$ cat src/rtl/goa_pkg.sv
// ----------------------------------------------------------------------------
// goa_pkg: shared types and helpers for the optimizer update engine
// Operation codes, register indexes, reset values and fixed-point helpers.
// ----------------------------------------------------------------------------
package goa_pkg;

  localparam int MAX_ELEMENTS = 1024;
  localparam int POS_W = $clog2(MAX_ELEMENTS);

  localparam logic [16:0] ONE_Q16 = 17'd65536;

  localparam logic [2:0] MODE_SGD      = 3'd0;
  localparam logic [2:0] MODE_MOMENTUM = 3'd1;
  localparam logic [2:0] MODE_ADAM     = 3'd2;
  localparam logic [2:0] MODE_RMSPROP  = 3'd3;
  localparam logic [2:0] MODE_ADAGRAD  = 3'd4;

  localparam logic [2:0] REG_MODE     = 3'd0;
  localparam logic [2:0] REG_RATE     = 3'd1;
  localparam logic [2:0] REG_MOMENTUM = 3'd2;
  localparam logic [2:0] REG_BETA1    = 3'd3;
  localparam logic [2:0] REG_BETA2    = 3'd4;
  localparam logic [2:0] REG_ALPHA    = 3'd5;
  localparam logic [2:0] REG_EPS      = 3'd6;

  localparam logic [15:0] RATE_RST     = 16'd655;
  localparam logic [15:0] MOMENTUM_RST = 16'd58982;
  localparam logic [15:0] BETA1_RST    = 16'd58982;
  localparam logic [15:0] BETA2_RST    = 16'd65470;
  localparam logic [15:0] ALPHA_RST    = 16'd64880;
  localparam logic [23:0] EPS_RST      = 24'd1;

  localparam int DIV_STEPS  = 56;
  localparam int SQRT_STEPS = 28;

  typedef enum logic [4:0] {
    OP_NONE, OP_CLEAR, OP_LOAD, OP_SQ, OP_LRG, OP_STEPQ, OP_MUFM, OP_VEL,
    OP_LRV, OP_B1FM, OP_B1G, OP_MEAN, OP_B2SM, OP_B2G2, OP_SEC, OP_ALSM,
    OP_ALG2, OP_ADA, OP_DIVMH, OP_MH, OP_DIVVH, OP_VH, OP_SQRT, OP_DEN,
    OP_DIVST, OP_STDIV, OP_ZERO, OP_FIN
  } op_t;

  typedef struct packed {
    op_t op;
  } cmd_t;

  typedef struct packed {
    logic [2:0] mode;
    logic       clr_last;
    logic       iter_busy;
    logic       out_free;
  } status_t;

  function automatic logic signed [50:0] q16_trunc(input logic signed [66:0] x);
    logic signed [66:0] t;
    t = x[66] ? x + 67'sd65535 : x;
    return t[66:16];
  endfunction

  function automatic logic [31:0] sat_s32(input logic signed [66:0] x);
    if (x > 67'sd2147483647) return 32'h7fff_ffff;
    if (x < -67'sd2147483648) return 32'h8000_0000;
    return x[31:0];
  endfunction

  function automatic logic [31:0] mag32(input logic [31:0] x);
    return x[31] ? (~x + 32'd1) : x;
  endfunction

endpackage

$ cat src/rtl/goa_ctrl.sv
// ----------------------------------------------------------------------------
// goa_ctrl: sequencing state machine of the optimizer update engine
// Steps the datapath through the operations of the selected update rule.
// ----------------------------------------------------------------------------
module goa_ctrl (
  input  logic             clk,
  input  logic             rst,
  input  logic             in_valid,
  input  goa_pkg::status_t status,
  output goa_pkg::cmd_t    cmd
);

  typedef enum logic [30:0] {
    ST_CLEAR = 31'd1 << 0,  ST_IDLE  = 31'd1 << 1,  ST_SQ    = 31'd1 << 2,
    ST_LRG   = 31'd1 << 3,  ST_STEPQ = 31'd1 << 4,  ST_MUFM  = 31'd1 << 5,
    ST_VEL   = 31'd1 << 6,  ST_LRV   = 31'd1 << 7,  ST_B1FM  = 31'd1 << 8,
    ST_B1G   = 31'd1 << 9,  ST_MEAN  = 31'd1 << 10, ST_B2SM  = 31'd1 << 11,
    ST_B2G2  = 31'd1 << 12, ST_SEC   = 31'd1 << 13, ST_ALSM  = 31'd1 << 14,
    ST_ALG2  = 31'd1 << 15, ST_ADA   = 31'd1 << 16, ST_DMH   = 31'd1 << 17,
    ST_WMH   = 31'd1 << 18, ST_MH    = 31'd1 << 19, ST_DVH   = 31'd1 << 20,
    ST_WVH   = 31'd1 << 21, ST_VH    = 31'd1 << 22, ST_SQGO  = 31'd1 << 23,
    ST_SQW   = 31'd1 << 24, ST_DEN   = 31'd1 << 25, ST_DVGO  = 31'd1 << 26,
    ST_DVW   = 31'd1 << 27, ST_STDIV = 31'd1 << 28, ST_ZERO  = 31'd1 << 29,
    ST_FIN   = 31'd1 << 30
  } state_t;

  state_t state, state_next;

  always_ff @(posedge clk) begin
    if (rst) begin
      state <= ST_CLEAR;
    end else begin
      state <= state_next;
    end
  end

  always_comb begin
    state_next = state;
    cmd.op     = goa_pkg::OP_NONE;
    case (state)
      ST_CLEAR: begin
        cmd.op = goa_pkg::OP_CLEAR;
        if (status.clr_last) state_next = ST_IDLE;
      end
      ST_IDLE: begin
        cmd.op = goa_pkg::OP_LOAD;
        if (in_valid) state_next = ST_SQ;
      end
      ST_SQ: begin
        cmd.op = goa_pkg::OP_SQ;
        case (status.mode)
          goa_pkg::MODE_SGD:      state_next = ST_LRG;
          goa_pkg::MODE_MOMENTUM: state_next = ST_MUFM;
          goa_pkg::MODE_ADAM:     state_next = ST_B1FM;
          goa_pkg::MODE_RMSPROP:  state_next = ST_ALSM;
          goa_pkg::MODE_ADAGRAD:  state_next = ST_ADA;
          default:                state_next = ST_ZERO;
        endcase
      end
      ST_LRG:   begin cmd.op = goa_pkg::OP_LRG;   state_next = ST_STEPQ; end
      ST_STEPQ: begin cmd.op = goa_pkg::OP_STEPQ; state_next = ST_FIN; end
      ST_MUFM:  begin cmd.op = goa_pkg::OP_MUFM;  state_next = ST_VEL; end
      ST_VEL:   begin cmd.op = goa_pkg::OP_VEL;   state_next = ST_LRV; end
      ST_LRV:   begin cmd.op = goa_pkg::OP_LRV;   state_next = ST_STEPQ; end
      ST_B1FM:  begin cmd.op = goa_pkg::OP_B1FM;  state_next = ST_B1G; end
      ST_B1G:   begin cmd.op = goa_pkg::OP_B1G;   state_next = ST_MEAN; end
      ST_MEAN:  begin cmd.op = goa_pkg::OP_MEAN;  state_next = ST_B2SM; end
      ST_B2SM:  begin cmd.op = goa_pkg::OP_B2SM;  state_next = ST_B2G2; end
      ST_B2G2:  begin cmd.op = goa_pkg::OP_B2G2;  state_next = ST_SEC; end
      ST_SEC: begin
        cmd.op     = goa_pkg::OP_SEC;
        state_next = (status.mode == goa_pkg::MODE_ADAM) ? ST_DMH : ST_SQGO;
      end
      ST_ALSM:  begin cmd.op = goa_pkg::OP_ALSM;  state_next = ST_ALG2; end
      ST_ALG2:  begin cmd.op = goa_pkg::OP_ALG2;  state_next = ST_SEC; end
      ST_ADA:   begin cmd.op = goa_pkg::OP_ADA;   state_next = ST_SQGO; end
      ST_DMH:   begin cmd.op = goa_pkg::OP_DIVMH; state_next = ST_WMH; end
      ST_WMH:   if (!status.iter_busy) state_next = ST_MH;
      ST_MH:    begin cmd.op = goa_pkg::OP_MH;    state_next = ST_DVH; end
      ST_DVH:   begin cmd.op = goa_pkg::OP_DIVVH; state_next = ST_WVH; end
      ST_WVH:   if (!status.iter_busy) state_next = ST_VH;
      ST_VH:    begin cmd.op = goa_pkg::OP_VH;    state_next = ST_SQGO; end
      ST_SQGO:  begin cmd.op = goa_pkg::OP_SQRT;  state_next = ST_SQW; end
      ST_SQW:   if (!status.iter_busy) state_next = ST_DEN;
      ST_DEN:   begin cmd.op = goa_pkg::OP_DEN;   state_next = ST_DVGO; end
      ST_DVGO:  begin cmd.op = goa_pkg::OP_DIVST; state_next = ST_DVW; end
      ST_DVW:   if (!status.iter_busy) state_next = ST_STDIV;
      ST_STDIV: begin cmd.op = goa_pkg::OP_STDIV; state_next = ST_FIN; end
      ST_ZERO:  begin cmd.op = goa_pkg::OP_ZERO;  state_next = ST_FIN; end
      ST_FIN: begin
        cmd.op = goa_pkg::OP_FIN;
        if (status.out_free) state_next = ST_IDLE;
      end
      default: state_next = ST_IDLE;
    endcase
  end

endmodule

$ cat config.mk
export PLATFORM = sky130hd
export DESIGN_NAME = goa_ctrl
export DESIGN_NICKNAME = d
export VERILOG_FILES = /design/src/rtl/goa_pkg.sv /design/src/rtl/goa_ctrl.sv
export SDC_FILE = /design/constraint.sdc
export NUM_CORES = 1
export LEC_CHECK = 0
export BUFFER_PORTS_ARGS = -buffer_cell sky130_fd_sc_hd__buf_4
export CORE_MARGIN = 2
export CORE_UTILIZATION = 45
export DETAILED_ROUTE_END_ITERATION = 12
export SYNTH_ARGS = -nofsm -noshare
export SYNTH_HDL_FRONTEND = slang
export SYNTH_SLANG_ARGS = --single-unit
$ cat constraint.sdc
create_clock -name clk -period 2.9 [get_ports clk]
set_input_delay 0.145 -clock clk [delete_from_list [all_inputs] [get_ports clk]]
set_output_delay 0.145 -clock clk [all_outputs]
set_load 0.02 [all_outputs]
Word-level counts from Yosys, hierarchy flattened
Index checks and enable logic that the tools add are counted.
Widths: inputs -> output; s select.

word-level totals
  register bits after elaboration = 31
  input bits = 9
  output and inout bits = 5
  word-level logic and storage cells = 60

cells by class
  equality and inequality tests = 42
  mux-type cells = 11
  reduce and logical (&&, ||, !) cells = 6

operator list
  operator              number
  $pmux 31 s26          1
  $mux 31               7
  $pmux 30 s5           1
  $pmux 5 s27           1
  $eq 31x1->1 const B   1
  $eq 31x10->1 const B  1
  $eq 31x11->1 const B  1
  $eq 31x12->1 const B  1
  $eq 31x13->1 const B  1
  $eq 31x14->1 const B  1
  $eq 31x15->1 const B  1
  $eq 31x16->1 const B  1
  $eq 31x17->1 const B  1
  $eq 31x18->1 const B  1
  $eq 31x19->1 const B  1
  $eq 31x2->1 const B   1
  $eq 31x20->1 const B  1
  $eq 31x21->1 const B  1
  $eq 31x22->1 const B  1
  $eq 31x23->1 const B  1
  $eq 31x24->1 const B  1
  $eq 31x25->1 const B  1
  $eq 31x26->1 const B  1
  $eq 31x27->1 const B  1
  20 further kinds      29

Depth between registers and ports, before layout
Gate-level depths: netlist of the first run.

  word-level depth = 3
  depth in mapped cells = 9
  gate-level depth less buffers = 6

Worst setup path before layout of the first run
OpenSTA, ideal clock, no wires.

  kind = reg-to-output
  start = register state[13]
  end = output cmd[3] (netlist name)
  arrival = 2.231 ns
  data required time = 2.755 ns
  setup slack = 0.524 ns
  cell stages (with the launch flop) = 7
  buffers on the path = 2
  cell sequence = dfxtp_1 -> buf_4 -> nor4_4 -> nand4_4 -> or2_1 -> buf_6 -> o311ai_0

RTL lines
  what                    RTL line        text
  start, declared         goa_ctrl.sv:27  state_t state, state_next;
  start signal, assigned  goa_ctrl.sv:33  state <= state_next;
  end, declared           goa_ctrl.sv:10  output goa_pkg::cmd_t cmd

==> results.toml, run 1 <==
[global_route]
grt.total_usage = 0.240
antenna_found_initial = 0
grt_util_met2 = 0.385
grt_pass1_wl_mm = 10.1
grt_most_used_layer = "met2"
grt_max_degree = 14
met1_usage = 0.335
grt_pass1_vias = 1991
gr-total-overflow = 0
grt.met3_usage = 0.0415

[floorplan]
rows = 25
die_h_um = 75.2
start_util = 0.473
core_um2 = 4820
die_w_um = 75.2
io-pin-count = 14
dieArea_um2 = 5650

[outcome]
status = "finished clean"

[clock_network]
clk_pin_slew_ns = 0.07
clock_latency_ns = 0.28
htree_num_levels = 2
cts_hold_buffers = 0
clock_tree.buffer_depth = 2
cts_buffers = 5
cts_tree = "built"
cts.sinks = 31
clock_tree.root_cell = "clkbuf_8"

[layout]
instances_no_fill = 353
final_cell_mix = "31 x buf_4, 31 x dfxtp_1, 29 x nor2_1"
top_regs = "state: 31 flops"
largest_reg_flops = 31
layout-drive-gt1-share = 0.234
diodes = 0
regMostFlops = "state"
area_delta_synth_final_pct = 13.7
fin_nets = 294

[routing]
drc = 0
drt_iter0_markers = 126
dr.pass1.iters = 5
drt-total-wl_mm = 6.19
num_vias = 2186
via_per_inst = 6.19
drtAntennaViolNets = 0
wl_per_cell_um = 17.5

[hold_path]
hold_class = "input pin to flop"

[critical_path]
crit_type = "flop to output port"
critPathMaxStageDelay_ns = 0.50
crit_arrival_ns = 2.55
critPathSlowestCell = "nor4_4"
crit_fanout = 7
cp_cell_sequence = "nor4_4 -> nand4_4 -> buf_4 -> nor4_1 -> and3b_1 -> a311oi_1 -> nand4_1 -> buf_4"
start_kind = "flop"
path_delay_family = "simple AND/OR/NAND/NOR gates"
crit_buf_inv = 2
cpMostUsedCell = "buf_4"
worstPathRequired_ns = 2.76
end_kind = "output port"

[timing]
rsz0062_at_grt = "no"
max_freq_mhz = 371
period_needed_ns = 2.69
fin_ws_ns = 0.208
slew_violations = 0
tightestPinTransition_ns = 0.763
fin_worst_skew_ns = 0.00528
layout_worst_path_cycle_share = 0.928
hold_viol = 0
maxSlewHeadroom = 0.490
setup_viol = 0
setup_tns_ns = 0

[place]
gp_congestion = 0.880
io_buffers = 13
post-place-ws_ns = 0.136
dpl.cell_count = 342
dp_hpwl_mm = 4.85

[yosys]
syn_nets = 276
ys.warnings.count = 0
yosysSeqAreaShare = 0.272
synth_edf_count = 0
async_flop_share = 0
syn_avg_cell_area_um2 = 8.54
synth_seq_cells = 31
synthDistinctLibCells = 61
netlist_instances = 267
netlist_area_um2 = 2280
synth_ff_type = "dfxtp_1"

[run]
max_cap_viol_count = 0

[power_and_ir_drop]
vdd_ir_drop_max_uv = 272
power_density_nw_per_um2 = 376
power.leakage_uw = 0.000984
-- cells by family (layout without fill, tap and decap cells) --
group / Yosys count / in the layout / synth area share
AND/OR/NAND/NOR: 147 / 147 / 0.438
AO/OA/AOI/OAI: 53 / 53 / 0.184
flip-flops: 31 / 31 / 0.272
buffers and inverters: 24 / 43 / 0.0598
XOR/XNOR: 12 / 12 / 0.0461
-- layer usage --
layer,share of wire,vias up
met5,0,-
met3,0.048,10
met4,0.016,0
met1,0.48,1055
li1,-,1065
met2,0.45,56
-- through the flow --
stage / total power, µW / util / instance area (µm²) / hold slack (ns)
final: 974 / 0.538 / 2590 / 0.0511
after global placement: 599 / 0.509 / 2450 / 0.343
after global routing: 1020 / 0.538 / 2590 / 0.0454
after CTS: 975 / 0.530 / 2550 / 0.0450
after detailed placement: 600 / 0.509 / 2450 / 0.344
after floorplan: 549 / - / 2280 / 0.221
-- area by class of cell --
type / instances / area (µm²)
Fill cell: 487 / 2230
Inverter: 4 / 15.0
Sequential cell: 31 / 621
Timing Repair Buffer: 31 / 233
Tap cell: 67 / 83.8
Multi-Input combinational cell: 212 / 1540
Clock buffer: 8 / 100
-- worst reg2reg max path: cells and delay by family, from the launching register on --
| kind | cells | cell delay, ns |
|---|---|---|
| buffers and inverters | 2 | 0.43 |
| and+or+nand+nor | 2 | 0.22 |
| AOI/OAI and AO/OA | 4 | 1.38 |
| DFF | 1 | 0.50 |
-- power breakdown --
part | total, µW | internal [µW] | switching, µW
sequential | 439 | 430 | 8.44
combinational | 160 | 65.0 | 95.3
clock | 375 | 216 | 159
total | 974 | 712 | 263
-- path summary, 6_finish.rpt --
kind                    end  slack [ns]      start  cells past startpoint
setup / recovery     cmd[1]        0.21   state[7]                      8
hold / removal    state[16]        0.05  status[3]                      2
setup reg to reg  state[15]        0.28   state[2]                      8
hold reg to reg   state[25]        0.57  state[24]                      2
-- synthesized netlist by cell type, types with 2 or more instances --
cell	instances	area, µm²
nand2b_1	2	12.5
a21oi_1	3	15.0
o311a_1	2	20.0
buf_6	4	45.0
nor3_1	24	120
buf_2	7	35.0
nor2b_1	3	18.8
nor4b_1	6	52.6
buf_4	2	15.0
nor4_1	4	25.0
a31oi_1	4	25.0
nand2_1	19	71.3
a311oi_1	2	17.5
nand4_1	5	31.3
or3_1	3	18.8
nand4b_1	8	70.1
inv_1	4	15.0
o41ai_1	3	26.3
nand3_1	12	60.1
nor4_4	7	149
nor2_1	29	109
nor4_2	3	37.5
o21ai_0	9	45.0
nor3b_1	4	30.0
xnor2_1	5	43.8
a22oi_1	2	15.0
dfxtp_1	31	621
o311ai_0	2	17.5
and3_1	2	12.5
and4b_1	3	30.0
nand3b_1	2	15.0
a21oi_2	7	61.3
xor2_1	7	61.3
a211oi_1	2	15.0
clkbuf_1	7	26.3
nand4_4	2	42.5
nor3_4	2	32.5
-- timing repair --
item | 4_1_cts | 5_1_grt
gates resized for setup | 0 | 2
setup endpoints to repair | 0 | 9
setup buffers | 0 | 3
Note: power is estimated with default switching activity, not from simulation.
==> run 2, diff against run 1 <==
--- a/config.mk
+++ b/config.mk
@@ -7,8 +7,9 @@
 export LEC_CHECK = 0
 export BUFFER_PORTS_ARGS = -buffer_cell sky130_fd_sc_hd__buf_4
 export CORE_MARGIN = 2
-export CORE_UTILIZATION = 45
+export CORE_UTILIZATION = 61
 export DETAILED_ROUTE_END_ITERATION = 12
+export PLACE_DENSITY = 0.8
 export SYNTH_ARGS = -nofsm -noshare
 export SYNTH_HDL_FRONTEND = slang
 export SYNTH_SLANG_ARGS = --single-unit
==> run 2 against run 1 <==
Net effect:
- worst hold slack got worse by 0.0067 ns
- non-clock buffer count is 14 lower
- cell count down 9.3%
- sequential share of layout area is 1.2 points higher
- power rose by 6.5%
- count of clock-buffer cells in the layout down 2
- largest cell class unchanged
- highest routed layer unchanged
- clock skew is 0.0047 ns higher
- via count grew 0.46%
- first-iteration DRC count is 95% higher
- register-to-register slack lost 0.12 ns
- critical endpoint unchanged
- global-route usage up 5.2 points
- critical path type unchanged
- sequential power barely moved
==> results.toml, run 2 (same netlist as run 1, synthesis figures left out) <==
[outcome]
status = "finished clean"

[timing]
fin_worst_skew_ns = 0.00996
maxSlewHeadroom = 0.154
hold_viol = 0
slew_violations = 0
rsz0062_at_grt = "no"
max_freq_mhz = 362
whs_ns = 0.0444
setup_viol = 0
setup_tns_ns = 0
period_needed_ns = 2.76
tightestPinTransition_ns = 1.26
layout_worst_path_cycle_share = 0.951

[floorplan]
start_util = 0.627
die_h_um = 65.1
io-pin-count = 14
core_um2 = 3630
rows = 22
die_w_um = 65.1
dieArea_um2 = 4240

[layout]
top_regs = "state: 31 flops"
final_util = 0.679
largest_reg_flops = 31
mostFrequentLayoutCell = "dfxtp_1"
regMostFlops = "state"
area_delta_synth_final_pct = 8.29
fin_nets = 280
final_cell_mix = "31 x dfxtp_1, 29 x nor2_1, 23 x nor3_1"
layout-drive-gt1-share = 0.199
diodes = 0

[clock_network]
cts_tree = "built"
cts.sinks = 31
clk_pin_slew_ns = 0.07
clock_tree.buffer_depth = 2
htree_num_levels = 2
clock_tree.root_cell = "clkbuf_8"
cts_setup_buffers = 0
cts_hold_buffers = 0
cts_buffers = 5
cts_resized = 0
clock_latency_ns = 0.29

[power_and_ir_drop]
power_frac_comb = 0.140
switching_share = 0.265
clock_power_share = 0.438
cellInternalPower_uw = 763
power_density_nw_per_um2 = 420
power.leakage_uw = 0.000918
pwr-share-seq = 0.423
p_sw_uw = 275
vdd_ir_drop_max_uv = 413

[routing]
num_vias = 2196
drt_iter0_markers = 246
drtAntennaViolNets = 0
wl_per_cell_um = 18.4
drt-total-wl_mm = 5.88
via_per_inst = 6.86
dr.pass1.iters = 5
drc = 0

[critical_path]
cp-startpoint = "state[12]"
crit_fanout = 9
r2r-start = "state[12]"
start_kind = "flop"
end_kind = "output port"
crit_arrival_ns = 2.61
crit_type = "flop to output port"
worstPathRequired_ns = 2.76

[global_route]
grt_max_degree = 15
antenna_found_initial = 0
grt.total_usage = 0.292
grt_pass1_wl_mm = 9.38
gr-total-overflow = 0
grt_pass1_vias = 1913

[place]
gp_congestion = 0.922
dp_hpwl_mm = 4.45
io_buffers = 13

[run]
max_cap_viol_count = 0

[hold_path]
worstHoldStart = "status[5]"
hold_class = "input pin to flop"
-- run 2: final cells by class --
cell class	count	area [µm²]
multi-input combinational	212	1530
fill	303	1160
sequential	31	621
timing repair buffer	17	128
clock buffer	6	82.6
tap	48	60.1
clock inverter	2	35.0
inverter	4	15.0
-- run 2: path summary, 6_finish.rpt --
check / slack [ns] / endpoint / cells past startpoint
worst max-delay path: 0.14 / cmd[1] / 7
worst min-delay path: 0.04 / state[3] / 2
worst max register to register: 0.16 / state[24] / 6
worst min register to register: 0.59 / state[12] / 2
-- run 2: metal layers --
metal,track usage,wire length (µm),vias up
met5,0,0,-
met4,0.107,129,0
met3,0.0582,403,15
met2,0.460,2770,111
met1,0.398,2570,1039
li1,-,-,1031
-- run 2: power groups by stage --
stage	clock [µW]	sequential [µW]	combinational, µW
after detailed placement	0	448	141
after global routing	481	439	154
after floorplan	0	446	103
after CTS	455	438	141
final	454	439	145
after global placement	0	448	141
-- run 2: worst max-delay path, stage by stage, from the launching register on --
cell and delay, ns:
dfxtp_1 0.41, nor4_4 0.50, nand4_4 0.22, or2_1 0.39, nor3_1 0.39, a311oi_1 0.10
nand4_1 0.14, buf_4 0.15
-- run 2: metrics by stage --
step	cells	instance area, µm²	total power [µW]	setup WS (ns)
detailed placement	312	2350	589	0.237
finish	320	2470	1040	0.141
CTS	320	2460	1030	0.170
floorplan	267	2280	549	0.524
global route	320	2470	1070	0.0285
global placement	312	2350	588	0.326
==> run 3, diff against run 2 <==
--- a/config.mk
+++ b/config.mk
@@ -9,7 +9,7 @@
 export CORE_MARGIN = 2
 export CORE_UTILIZATION = 61
 export DETAILED_ROUTE_END_ITERATION = 12
-export PLACE_DENSITY = 0.8
+export PLACE_DENSITY = 0.88
 export SYNTH_ARGS = -nofsm -noshare
 export SYNTH_HDL_FRONTEND = slang
 export SYNTH_SLANG_ARGS = --single-unit
==> run 3 against run 2 <==
Net effect:
- via count down 1.3%
- power down 0.65%
- count of clock-buffer cells in the layout unchanged
- first-iteration DRC count shrank 28%
- sequential power hardly changed
- die area unchanged
- wire length decreased by 1.7%
- design area shrank 0.61%
- global-route usage down 0.23 points
- sequential share of layout area is 0.15 points higher
- critical path type unchanged
- largest cell class unchanged
==> results.toml, run 3 (same netlist as run 1, synthesis figures left out) <==
[timing]
hold_viol = 0
rsz0062_at_grt = "no"
setup_tns_ns = 0
layout_worst_path_cycle_share = 0.940
setup_viol = 0
period_needed_ns = 2.73
maxSlewHeadroom = 0.520
fin_worst_skew_ns = 0.0104
max_freq_mhz = 367
tightestPinTransition_ns = 0.714
whs_ns = 0.0499
slew_violations = 0

[critical_path]
critPathMaxStageDelay_ns = 0.58
crit_type = "flop to output port"
crit_arrival_ns = 2.58
reg2reg_depth = 7
r2r-start = "state[4]"
crit_buf_inv = 1
start_kind = "flop"
cp_cell_sequence = "nor4_4 -> nand4_4 -> nor4_1 -> and3b_1 -> a311oi_1 -> nand4_1 -> buf_4"
critPathSlowestCell = "nor4_4"
end_kind = "output port"
r2r_slack_ns = 0.35
worstPathRequired_ns = 2.76
crit_fanout = 8
path_delay_family = "simple AND/OR/NAND/NOR gates"
rr_endpoint = "state[24]"

[global_route]
met1_usage = 0.392
grt_pass1_vias = 1982
grt_pass1_wl_mm = 9.49
antenna_found_initial = 0
grt.total_usage = 0.290
grt_max_degree = 14
grt_util_met2 = 0.457
grt.met3_usage = 0.0565
grt_most_used_layer = "met2"
gr-total-overflow = 0

[floorplan]
start_util = 0.627
dieArea_um2 = 4240
die_w_um = 65.1
core_um2 = 3630
rows = 22
die_h_um = 65.1
io-pin-count = 14

[clock_network]
htree_num_levels = 2
cts_tree = "built"
cts_buffers = 5
clock_latency_ns = 0.28
clock_tree.root_cell = "clkbuf_8"
cts_resized = 0
cts_setup_buffers = 0
clk_pin_slew_ns = 0.07
clock_tree.buffer_depth = 2
cts.sinks = 31
cts_hold_buffers = 0

[place]
dpl.cell_count = 310
gp_congestion = 1.00
dp_hpwl_mm = 4.41
io_buffers = 13

[hold_path]
hold_class = "input pin to flop"
holdPathStages = 2
worstHoldStart = "status[2]"
hold_end = "state[0]"

[layout]
layout-drive-gt1-share = 0.193
fin_nets = 278
final_cell_mix = "31 x dfxtp_1, 29 x nor2_1, 23 x nor3_1"
top_regs = "state: 31 flops"
area_delta_synth_final_pct = 7.63
instances_no_fill = 318
regMostFlops = "state"
largest_reg_flops = 31
diodes = 0
mostFrequentLayoutCell = "dfxtp_1"

[routing]
via_per_inst = 6.81
wl_per_cell_um = 18.2
drc = 0
drt-total-wl_mm = 5.77
dr.pass1.iters = 5
num_vias = 2167
drt_iter0_markers = 178
drtAntennaViolNets = 0

[run]
max_cap_viol_count = 0

[power_and_ir_drop]
switching_share = 0.259
p_sw_uw = 267
vdd_ir_drop_max_uv = 279
cellInternalPower_uw = 764
power_uw = 1030
pwr-share-seq = 0.426
power_frac_comb = 0.142
power_density_nw_per_um2 = 420
clock_power_share = 0.431
power.leakage_uw = 0.000906

[outcome]
status = "finished clean"
==> run 3: cell types whose count changed in the layout (fill, tap and decap cells not counted), sizes merged <==
cell  previous run  this run
buf             17        15
==> run 3: area by class of cell <==
| type | count | area [µm²] |
|---|---|---|
| flip-flops and latches | 31 | 621 |
| fillers | 298 | 1180 |
| clock inverters | 2 | 35.0 |
| multi-input cells | 212 | 1530 |
| repair buffers | 15 | 113 |
| well taps | 48 | 60.1 |
| clock buffers | 6 | 82.6 |
| inverters | 4 | 15.0 |
==> run 3: how the worst max path moves through the flow <==
stage / from / endpoint / cells after the start
2_1_floorplan: state[13] / cmd[3] / 6
3_3_place_gp: state[4] / cmd[0] / 7
3_5_place_dp: state[4] / cmd[0] / 7
4_1_cts: state[4] / cmd[0] / 7
5_1_grt: state[4] / cmd[0] / 7
6_report: state[4] / cmd[1] / 7
==> run 3: layer usage <==
layer  up-vias  wire length (µm)  part of all wire
met5         -                 0                 0
met4         0               180             0.031
met3        20               399             0.069
met2        86              2680              0.46
met1      1027              2520              0.44
li1       1034                 -                 -
==> run 3: power groups by stage <==
stage | registers [µW] | clock network (µW) | logic, µW
2_1_floorplan | 446 | 0 | 103
3_3_place_gp | 448 | 0 | 140
3_5_place_dp | 449 | 0 | 142
4_1_cts | 439 | 446 | 143
5_1_grt | 440 | 464 | 159
6_report | 440 | 445 | 147
==> run 3: through the flow <==
stage	util	cell area [µm²]	setup slack, ns
4_1_cts	0.674	2450	0.146
6_report	0.675	2450	0.173
3_3_place_gp	0.642	2330	0.468
3_5_place_dp	0.642	2330	0.442
2_1_floorplan	-	2280	0.524
5_1_grt	0.675	2450	0.0194
